[config.mk]
export PLATFORM = sky130hd
export DESIGN_NAME = echo_escape_decoder
export DESIGN_NICKNAME = d
export VERILOG_FILES = /design/src/rtl/core/ecd_pkg.sv /design/src/rtl/core/ecd_decode.sv /design/src/rtl/core/echo_escape_decoder.sv
export SDC_FILE = /design/constraint.sdc
export NUM_CORES = 1
export LEC_CHECK = 0
export BUFFER_PORTS_ARGS = -buffer_cell sky130_fd_sc_hd__buf_2
export CAP_MARGIN = 5
export CORE_MARGIN = 2
export CORE_UTILIZATION = 41
export DETAILED_ROUTE_END_ITERATION = 10
export PLACE_DENSITY = 0.64
export SYNTH_ARGS = -nofsm -noshare
export SYNTH_HDL_FRONTEND = slang
export SYNTH_SLANG_ARGS = --single-unit
[constraint.sdc]
create_clock -name clk_i -period 3.35 [get_ports clk_i]
set_input_delay 0.5025 -clock clk_i [delete_from_list [all_inputs] [get_ports clk_i]]
set_output_delay 0.5025 -clock clk_i [all_outputs]
set_load 0.01 [all_outputs]
[src/rtl/core/ecd_pkg.sv]
// ----------------------------------------------------------------------------
// ecd_pkg
// shared types, character codes and helpers for the echo escape decoder
// ----------------------------------------------------------------------------
`default_nettype none

package ecd_pkg;

  typedef enum logic [2:0] {
    MODE_NORMAL = 3'd0,
    MODE_ESC    = 3'd1,
    MODE_HEX0   = 3'd2,
    MODE_HEX1   = 3'd3,
    MODE_OCT    = 3'd4,
    MODE_STOP   = 3'd5
  } mode_e;

  typedef enum logic [1:0] {
    OP_DATA = 2'd0,
    OP_ARG  = 2'd1,
    OP_LINE = 2'd2,
    OP_NONE = 2'd3
  } op_e;

  localparam logic [7:0] CH_BSLASH = 8'h5C;
  localparam logic [7:0] CH_SQUOTE = 8'h27;
  localparam logic [7:0] CH_DQUOTE = 8'h22;
  localparam logic [7:0] CH_X      = 8'h78;
  localparam logic [7:0] CH_C      = 8'h63;
  localparam logic [7:0] CH_ZERO   = 8'h30;
  localparam logic [7:0] CH_SEVEN  = 8'h37;
  localparam logic [7:0] CH_SPACE  = 8'h20;
  localparam logic [7:0] CH_NL     = 8'h0A;
  localparam logic [7:0] CH_A      = 8'h61;
  localparam logic [7:0] CH_B      = 8'h62;
  localparam logic [7:0] CH_F      = 8'h66;
  localparam logic [7:0] CH_N      = 8'h6E;
  localparam logic [7:0] CH_R      = 8'h72;
  localparam logic [7:0] CH_T      = 8'h74;
  localparam logic [7:0] CH_V      = 8'h76;
  localparam logic [1:0] OCT_DIGITS = 2'd3;

  typedef struct packed {
    mode_e       mode;
    logic [7:0]  pend;
    logic [1:0]  oct_cnt;
  } dec_state_t;

  typedef struct packed {
    logic [2:0][7:0] bytes;
    logic [1:0]      count;
    dec_state_t      next;
  } dec_res_t;

  // {valid, value}
  function automatic logic [4:0] hex_digit(input logic [7:0] c);
    logic [4:0] r;
    r = 5'd0;
    if (c >= 8'h30 && c <= 8'h39) begin
      r = {1'b1, 4'(c - 8'h30)};
    end else if (c >= 8'h61 && c <= 8'h66) begin
      r = {1'b1, 4'(c - 8'h57)};
    end else if (c >= 8'h41 && c <= 8'h46) begin
      r = {1'b1, 4'(c - 8'h37)};
    end
    return r;
  endfunction

endpackage

`default_nettype wire

[src/rtl/core/ecd_decode.sv]
// ----------------------------------------------------------------------------
// ecd_decode
// combinational escape decode: up to three output words and next state
// ----------------------------------------------------------------------------
`default_nettype none

module ecd_decode import ecd_pkg::*; (
  input  var dec_state_t state_i,
  input  var logic [1:0] op_i,
  input  var logic [7:0] byte_i,
  output dec_res_t       res_o
);

  logic [4:0] hex;
  logic       is_oct;
  logic [7:0] oct_val;
  logic [1:0] oct_nxt;
  logic [7:0] end_ch;

  assign hex     = hex_digit(byte_i);
  assign is_oct  = (byte_i >= CH_ZERO) && (byte_i <= CH_SEVEN);
  assign oct_val = {state_i.pend[4:0], byte_i[2:0]};
  assign oct_nxt = state_i.oct_cnt + 2'd1;
  assign end_ch  = (op_i == OP_ARG) ? CH_SPACE : CH_NL;

  always_comb begin
    res_o       = '0;
    res_o.next  = state_i;
    if (op_i == OP_NONE || state_i.mode == MODE_STOP) begin
      res_o.count = 2'd0;
    end else if (op_i == OP_DATA) begin
      unique case (state_i.mode)
        MODE_ESC: begin
          res_o.next.mode = MODE_NORMAL;
          res_o.count     = 2'd1;
          unique case (byte_i)
            CH_A:      res_o.bytes[0] = 8'd7;
            CH_B:      res_o.bytes[0] = 8'd8;
            CH_F:      res_o.bytes[0] = 8'd12;
            CH_N:      res_o.bytes[0] = 8'd10;
            CH_R:      res_o.bytes[0] = 8'd13;
            CH_T:      res_o.bytes[0] = 8'd9;
            CH_V:      res_o.bytes[0] = 8'd11;
            CH_BSLASH,
            CH_SQUOTE,
            CH_DQUOTE: res_o.bytes[0] = byte_i;
            CH_C: begin
              res_o.next.mode = MODE_STOP;
              res_o.count     = 2'd0;
            end
            CH_X: begin
              res_o.next.mode = MODE_HEX0;
              res_o.next.pend = 8'd0;
              res_o.count     = 2'd0;
            end
            CH_ZERO: begin
              res_o.next.mode    = MODE_OCT;
              res_o.next.pend    = 8'd0;
              res_o.next.oct_cnt = 2'd0;
              res_o.count        = 2'd0;
            end
            default: begin
              res_o.bytes[0] = CH_BSLASH;
              res_o.bytes[1] = byte_i;
              res_o.count    = 2'd2;
            end
          endcase
        end
        MODE_HEX0: begin
          if (hex[4]) begin
            res_o.next.pend = {4'd0, hex[3:0]};
            res_o.next.mode = MODE_HEX1;
          end else begin
            res_o.bytes[0]  = CH_BSLASH;
            res_o.bytes[1]  = CH_X;
            res_o.bytes[2]  = byte_i;
            res_o.count     = 2'd3;
            res_o.next.mode = MODE_NORMAL;
          end
        end
        MODE_HEX1: begin
          res_o.next.mode = MODE_NORMAL;
          if (hex[4]) begin
            res_o.bytes[0] = {state_i.pend[3:0], hex[3:0]};
            res_o.count    = 2'd1;
          end else begin
            res_o.bytes[0] = state_i.pend;
            res_o.bytes[1] = byte_i;
            res_o.count    = 2'd2;
          end
        end
        MODE_OCT: begin
          if (is_oct && state_i.oct_cnt < OCT_DIGITS) begin
            res_o.next.pend    = oct_val;
            res_o.next.oct_cnt = oct_nxt;
            if (oct_nxt >= OCT_DIGITS) begin
              res_o.bytes[0]  = oct_val;
              res_o.count     = 2'd1;
              res_o.next.mode = MODE_NORMAL;
            end
          end else begin
            res_o.bytes[0] = state_i.pend;
            if (byte_i == CH_BSLASH) begin
              res_o.count     = 2'd1;
              res_o.next.mode = MODE_ESC;
            end else begin
              res_o.bytes[1]  = byte_i;
              res_o.count     = 2'd2;
              res_o.next.mode = MODE_NORMAL;
            end
          end
        end
        default: begin
          if (byte_i == CH_BSLASH) begin
            res_o.next.mode = MODE_ESC;
          end else begin
            res_o.bytes[0]  = byte_i;
            res_o.count     = 2'd1;
            res_o.next.mode = MODE_NORMAL;
          end
        end
      endcase
    end else begin
      res_o.next.mode = MODE_NORMAL;
      unique case (state_i.mode)
        MODE_ESC: begin
          res_o.bytes[0] = CH_BSLASH;
          res_o.bytes[1] = end_ch;
          res_o.count    = 2'd2;
        end
        MODE_HEX0: begin
          res_o.bytes[0] = CH_BSLASH;
          res_o.bytes[1] = CH_X;
          res_o.bytes[2] = end_ch;
          res_o.count    = 2'd3;
        end
        MODE_HEX1,
        MODE_OCT: begin
          res_o.bytes[0] = state_i.pend;
          res_o.bytes[1] = end_ch;
          res_o.count    = 2'd2;
        end
        default: begin
          res_o.bytes[0] = end_ch;
          res_o.count    = 2'd1;
        end
      endcase
    end
  end

endmodule

`default_nettype wire

[src/rtl/core/echo_escape_decoder.sv]
// ----------------------------------------------------------------------------
// echo_escape_decoder
// stream decoder for echo-style backslash escapes, one word in per cycle
// ----------------------------------------------------------------------------
// path: input word register, then result buffer, to the first output word
// throughput: one input word per cycle while each word yields at most one
//   output word and the output side is ready; a word yielding two or three
//   output words holds the input side while the three-entry buffer drains
// reset: asynchronous, active low; decoder returns to plain text mode
// ----------------------------------------------------------------------------
`default_nettype none

module echo_escape_decoder import ecd_pkg::*; (
  input  var logic       clk_i,
  input  var logic       rst_ni,
  input  var logic       s_axis_tvalid,
  output logic           s_axis_tready,
  input  var logic [7:0] s_axis_tdata,   // [7:0] data_byte
  input  var logic [1:0] s_axis_tuser,   // [1:0] op
  output logic           m_axis_tvalid,
  input  var logic       m_axis_tready,
  output logic [7:0]     m_axis_tdata,   // [7:0] out_byte
  output logic           m_axis_tlast
);

  logic            in_vld_q;
  logic [1:0]      in_op_q;
  logic [7:0]      in_byte_q;
  dec_state_t      state_q;
  dec_res_t        dec;
  logic [2:0][7:0] buf_q;
  logic [1:0]      cnt_q;
  logic            take;
  logic            load;

  ecd_decode u_decode (
    .state_i (state_q),
    .op_i    (in_op_q),
    .byte_i  (in_byte_q),
    .res_o   (dec)
  );

  assign take          = m_axis_tvalid && m_axis_tready;
  assign load          = in_vld_q && ((cnt_q == 2'd0) || (cnt_q == 2'd1 && m_axis_tready));
  assign s_axis_tready = !in_vld_q || load;
  assign m_axis_tvalid = (cnt_q != 2'd0);
  assign m_axis_tdata  = buf_q[0];
  assign m_axis_tlast  = (cnt_q == 2'd1);

  // input word register
  always_ff @(posedge clk_i or negedge rst_ni) begin
    if (!rst_ni) begin
      in_vld_q <= 1'b0;
    end else if (s_axis_tready) begin
      in_vld_q <= s_axis_tvalid;
    end
  end

  always_ff @(posedge clk_i) begin
    if (s_axis_tvalid && s_axis_tready) begin
      in_op_q   <= s_axis_tuser;
      in_byte_q <= s_axis_tdata;
    end
  end

  // decoder state
  always_ff @(posedge clk_i or negedge rst_ni) begin
    if (!rst_ni) begin
      state_q.mode    <= MODE_NORMAL;
      state_q.pend    <= 8'd0;
      state_q.oct_cnt <= 2'd0;
    end else if (load) begin
      state_q <= dec.next;
    end
  end

  // result buffer
  always_ff @(posedge clk_i or negedge rst_ni) begin
    if (!rst_ni) begin
      cnt_q <= 2'd0;
    end else if (load) begin
      cnt_q <= dec.count;
    end else if (take) begin
      cnt_q <= cnt_q - 2'd1;
    end
  end

  always_ff @(posedge clk_i) begin
    if (load) begin
      buf_q <= dec.bytes;
    end else if (take) begin
      buf_q <= {8'd0, buf_q[2], buf_q[1]};
    end
  end

endmodule

`default_nettype wire
Word-level counts from Yosys, hierarchy flattened. Index checks and enable logic that the tools add are counted.

Register bits after elaboration: 50. Input port bits: 14. Output and inout bits: 11. Logic and storage cells: 118.

Equality and inequality tests: 26. Magnitude comparators: 9. Bitwise operators: 1. Reductions and logical operators: 29. Multiplexer cells: 38. $add $sub $neg: 5.

Operator list (number): == test 8 x 7 -> 1 bit, second input constant (10); two-way mux 24 bit (3); one-hot mux 8 bit (9 select lines) (1); two-way mux 8 bit (8); one-hot mux 13 bit (4 select lines) (1); one-hot mux 8 bit (4 select lines) (1); two-way mux 10 bit (3); one-hot mux 10 bit (3 select lines) (1); two-way mux 29 bit (1); two-way mux 13 bit (2); two-way mux 26 bit (1); == test 8 x 6 -> 1 bit, second input constant (3); one-hot mux 8 bit (3 select lines) (1); two-way mux 5 bit (4); greater-or-equal comparator 8 x 7 -> 1 bit, second input constant (2); <= comparator 8 x 6 -> 1 bit, second input constant (2); <= comparator 8 x 7 -> 1 bit, second input constant (2); one-hot mux 8 bit (2 select lines) (1); OR reduction 13 bit (1); two-way mux 2 bit (5); OR reduction 10 bit (1); logical AND 1 bit (9); one-hot mux 3 bit (3 select lines) (1); OR reduction 3 bit (3); 28 further kinds (41).

Depth between registers and ports, before layout.
Depth after elaboration: 10. Mapped depth: 10. Gate-level depth less buffers: 8.

By module. From an unflattened synthesis, not the netlist that was laid out.

Cell total of the unflattened synthesis: 481. Area total of the unflattened synthesis: 4271.6 um2.

Modules (own cells, without submodules): ecd_decode (area each 2199.6 um2, seq. area each 0.0 um2, cells each 362, instances 1); echo_escape_decoder (area each 2072.0 um2, seq. area each 1421.4 um2, cells each 119, instances 1).

Least setup slack after synthesis. Ideal clock, no wire load.

Path type: register to register. Start point: reg in_byte_q[1]. End point: reg buf_q, in the netlist m_axis_tdata[3], data pin. Buffers on the path: 1. Path slack: 0.564 ns. Clock period less this slack: 2.786 ns. Data required time: 3.089 ns. Cell stages (with the launch flop): 10. Data arrival time: 2.525 ns. Setup time: 0.261 ns. Cells stage by stage: edfxtp_1 clkbuf_1 inv_1 ha_1 nor3b_1 a311o_1 nand2_1 nand2_1 o221ai_1 a221o_1.

Longest elaborated chain between the ends: 10. Elaborated cells on any way between the ends: 42. Those cells by class: add/sub: 3; order compare: 7; eq/ne: 13; mux: 12; reduce/logical: 7.

Ends and longest elaborated chain: from (decl) (RTL line echo_escape_decoder.sv:28) `logic [7:0] in_byte_q;`; from (signal assigned) (RTL line echo_escape_decoder.sv:62) `in_byte_q <= s_axis_tdata;`; greater-or-equal comparator 8 x 7 -> 1 bit or <= comparator 8 x 7 -> 1 bit (tied branches) (RTL line ecd_pkg.sv:63) `end else if (c >= 8'h41 && c <= 8'h46) begin`; logical AND 1 bit (RTL line ecd_pkg.sv:63); two-way mux 5 bit (RTL line ecd_pkg.sv:63); two-way mux 5 bit (RTL line ecd_pkg.sv:61) `end else if (c >= 8'h61 && c <= 8'h66) begin`; two-way mux 5 bit (RTL line ecd_pkg.sv:59) `if (c >= 8'h30 && c <= 8'h39) begin`; two-way mux 10 bit or two-way mux 26 bit (tied branches) (RTL line ecd_decode.sv:83, ecd_decode.sv:70); one-hot mux 13 bit (4 select lines) (*) (RTL line ecd_decode.sv:32) `unique case (state_i.mode)`; two-way mux 29 bit (*) (RTL line ecd_decode.sv:31) `end else if (op_i == OP_DATA) begin`; two-way mux 24 bit (*) (RTL line ecd_decode.sv:29) `if (op_i == OP_NONE || state_i.mode == MODE_STOP) begin`; two-way mux 24 bit (*) (RTL line echo_escape_decoder.sv:89) `if (load) begin`; to (signal assigned) (RTL line echo_escape_decoder.sv:90) `buf_q <= dec.bytes;`; to (signal assigned) (RTL line echo_escape_decoder.sv:92) `buf_q <= {8'd0, buf_q[2], buf_q[1]};`; to (decl) (RTL line echo_escape_decoder.sv:31) `logic [2:0][7:0] buf_q;`.

Mark *: on every way between the ends. The rest lies on a longest branch, timed or not. A chain may end at the register's enable or synchronous reset.

Final worst setup path.
Start point: reg in_byte_q[7]. End point: reg buf_q, in the netlist m_axis_tdata[3], data pin.

The elaborated chain is that of the path after synthesis.

==> summary.md <==
| Metric | Value |
|---|---|
| Run status | `complete, no violations` |
| GPL Wtd Cong | `around 1` |
| N_diodes | `0` |
| Post-synthesis cell count | `439` |
| Worst-Skew Late Latency | `~300 ps` |
| DR pass1 iterations | `6` |
| Setup CP Type | `reg2reg` |
| Final hold vios | `0` |
| CP bufs+invs | `0` |
| H-tree levels | `2` |
| Final Power | `approximately 2.4 mW` |
| Initial antenna violation count | `0` |
| Max Fclk | `about 330 MHz` |
| Wire per inst | `~22 um` |
| Horiz. Die Dim | `100 um` |
| Final worst path period need | `slightly above 3000 ps` |
| Critical Path RT | `3400 ps` |
| Initial Utilization | `0.417` |
| DR vias | `between 3000 and 4000` |
| Hold Crit Class | `in2async` |
| VDD IR max | `about 0.0004 V` |
| ANT nets after route | `0` |
| Worst EP arrival | `3080 ps` |
| Setup TNS | `0 ps` |
| Root Driver | `clkbuf_8` |
| Dominant synthesized flop cell | `edfxtp_1` |
| Tot GR Track Use | `0.250` |
| Post-Syn Nets | `462` |
| Post-CTS Setup Bufs | `0` |
| Clock sink total | `50` |
| RSZ-0062 raised after global routing | `false` |
| CTS tree | `yes` |
| Cell Rows | `35` |
| Share of layout cells above drive strength 1 | `0.146` |
| Yosys Warn Count | `0` |
| Hold_buf cts | `0` |
| Final wirelength | `12.4 mm` |
| Chip height | `100 um` |
| CP Capture Type | `register` |
| Sequential fraction of the synthesis area | `0.372` |
| Nets | `approximately 470` |
| First-pass GRT wire length | `approximately 19 mm` |
| Core Region | `between 0.009 and 0.01 sq mm` |
| Yosys reg bits | `50` |
| Crit-path leading delay family | `compound AO/OA/AOI/OAI gates` |
| Cell variety after synth | `between 70 and 80` |
| PwrDens | `just under 600 mW/mm^2` |
| Drc violations | `0` |
| Post-synthesis cell area | `between 0.003 and 0.004 sq mm` |
| Startpoint Class | `register` |
| DR iter-0 viols | `about 370` |
| Area Growth Syn to Fin | `6.98%` |
| IO Count | `25` |
| Post-detail-place hpwl | `about 9.5 mm` |
| Worst path slowest cell | `or4b_1` |
| Max-cap check violation count | `0` |
| CP Max Fanout | `12` |
| CTS Buf Count | `5` |
| Post-synth ARST share | `0.320` |
| P_leak | `around 1.6 nW` |
| Number of flops mapped to enable cells by yosys | `34` |
| Cts repair resizes | `0` |
| Number of I/O port buffers | `24` |
| Crit-path cells | `or4b_1 > a311oi_4 > o31ai_2 > a221oi_2 > o221ai_1 > a221o_1` |
| Clk_skew | `8.60 ps` |
| Vias in the first global route | `~3400` |
| Final setup fails | `0` |
| Grt total ovfl | `0` |
| Final max-slew violation count | `0` |
| Worst slew pin tran | `a little under 800 ps` |
| Clk buf depth | `2` |
| Max incr delay on CP | `between 700 and 800 ps` |
| Via/cell ratio | `6.40` |
| Mean area per synthesized cell | `approximately 8.7 sq um` |
| Worst-path clk slew | `~100 ps` |
| Tcrit/Tclk final | `0.902` |
| Die area | `0.0101 sq mm` |
| Largest net degree at the start of global routing | `28` |
| Max transition margin | `0.464` |
-- Yosys cell counts, types with 4 or more instances --
library cell,instances,share of area
nor2b_1,6,0.0098
o22ai_1,4,0.0066
dfrtp_1,16,0.10
mux2i_1,5,0.013
or2_2,4,0.0066
a21o_1,5,0.0098
a21oi_1,44,0.058
edfxtp_1,34,0.27
o21ai_0,30,0.039
nand3b_1,4,0.0079
inv_1,14,0.014
nor3b_1,4,0.0079
a211oi_1,4,0.0079
nand2b_1,10,0.016
and3_1,6,0.0098
ha_1,9,0.029
nand4_1,7,0.011
nor2_1,33,0.032
and2_1,8,0.013
a31oi_1,7,0.011
nand2_1,43,0.042
clkbuf_1,29,0.029
a22o_1,10,0.023
buf_4,8,0.016
nor3_1,7,0.0092
-- cells in the final DEF, fill, tap and decap left out, types with 4 or more instances in the layout --
master,instances
buf_2,24
dfrtp_1,16
edfxtp_1,34
and2_1,8
mux2i_1,5
nor3b_1,4
or2_2,4
nand2_1,43
nor2b_1,6
a21o_1,5
a22o_1,10
ha_1,9
and3_1,6
nor2_1,33
a31oi_1,7
nand3b_1,4
nand2b_1,10
a21oi_1,44
nand4_1,7
buf_4,16
o22ai_1,4
clkbuf_8,5
inv_1,14
o21ai_0,30
a211oi_1,4
nor3_1,7
-- routing by layer --
metal,track usage,share of wire
met3,0.0465,0.079
met2,0.394,0.45
met5,0,0
met4,0.0843,0.035
met1,0.347,0.43
-- report_power, final --
group	switching, mW	internal (mW)	total (mW)
logic	0.687	0.392	1.08
registers	0.101	0.903	1.00
clock network	0.199	0.144	0.343
total	0.988	1.44	2.43
-- registers in the layout, summed over array words and instances (netlist names) --
signal,count
buf_q,16
state_q,13
in_byte_q,8
m_axis_tdata,8
cnt_q,2
in_op_q,2
in_vld_q,1
-- metrics by stage --
stage	utilization	setup slack, ps	instances	instance area (sq um)	hold slack, ps
after floorplan	-	564	439	3820	207
after global placement	0.437	491	549	4000	445
after detailed placement	0.437	407	549	4000	448
after CTS	0.446	401	557	4080	124
after global routing	0.446	218	557	4080	136
final	0.446	329	557	4080	106
-- worst reg2reg max path, stage by stage (launching register included) --
cell	delay [ps]
edfxtp_1	560
or4b_1	720
a311oi_4	480
o31ai_2	250
a221oi_2	250
o221ai_1	160
a221o_1	340
-- logic make-up after synthesis --
family / after synthesis / share of synthesized area
AOI/OAI and AO/OA: 157 / 0.285
DFF: 50 / 0.372
buffers and inverters: 55 / 0.0646
adders and majority gates: 9 / 0.0295
and+or+nand+nor: 154 / 0.212
xor gates and xnor gates: 4 / 0.00918
muxes: 10 / 0.0279
-- worst paths after layout --
path | start | endpoint | slack [ps] | cells after the start
max | in_byte_q[7] | m_axis_tdata[3] | 330 | 6
max in group asynchronous | rst_ni | cnt_q[1] | 2960 | 1
min in group clk_i | s_axis_tdata[3] | in_byte_q[3] | 370 | 1
max reg2reg | in_byte_q[7] | m_axis_tdata[3] | 330 | 6
min | rst_ni | state_q[12] | 110 | 1
min reg2reg | cnt_q[1] | cnt_q[1] | 540 | 2
-- final cells by class --
class / count / area (sq um)
Multi-Input combinational cell: 334 / 2150
Clock buffer: 6 / 72.6
Tap cell: 111 / 139
Inverter: 14 / 52.6
Sequential cell: 50 / 1420
Clock inverter: 2 / 8.76
Fill cell: 878 / 5070
Timing Repair Buffer: 40 / 240
No activity file was read; power rests on OpenSTA's default activity.
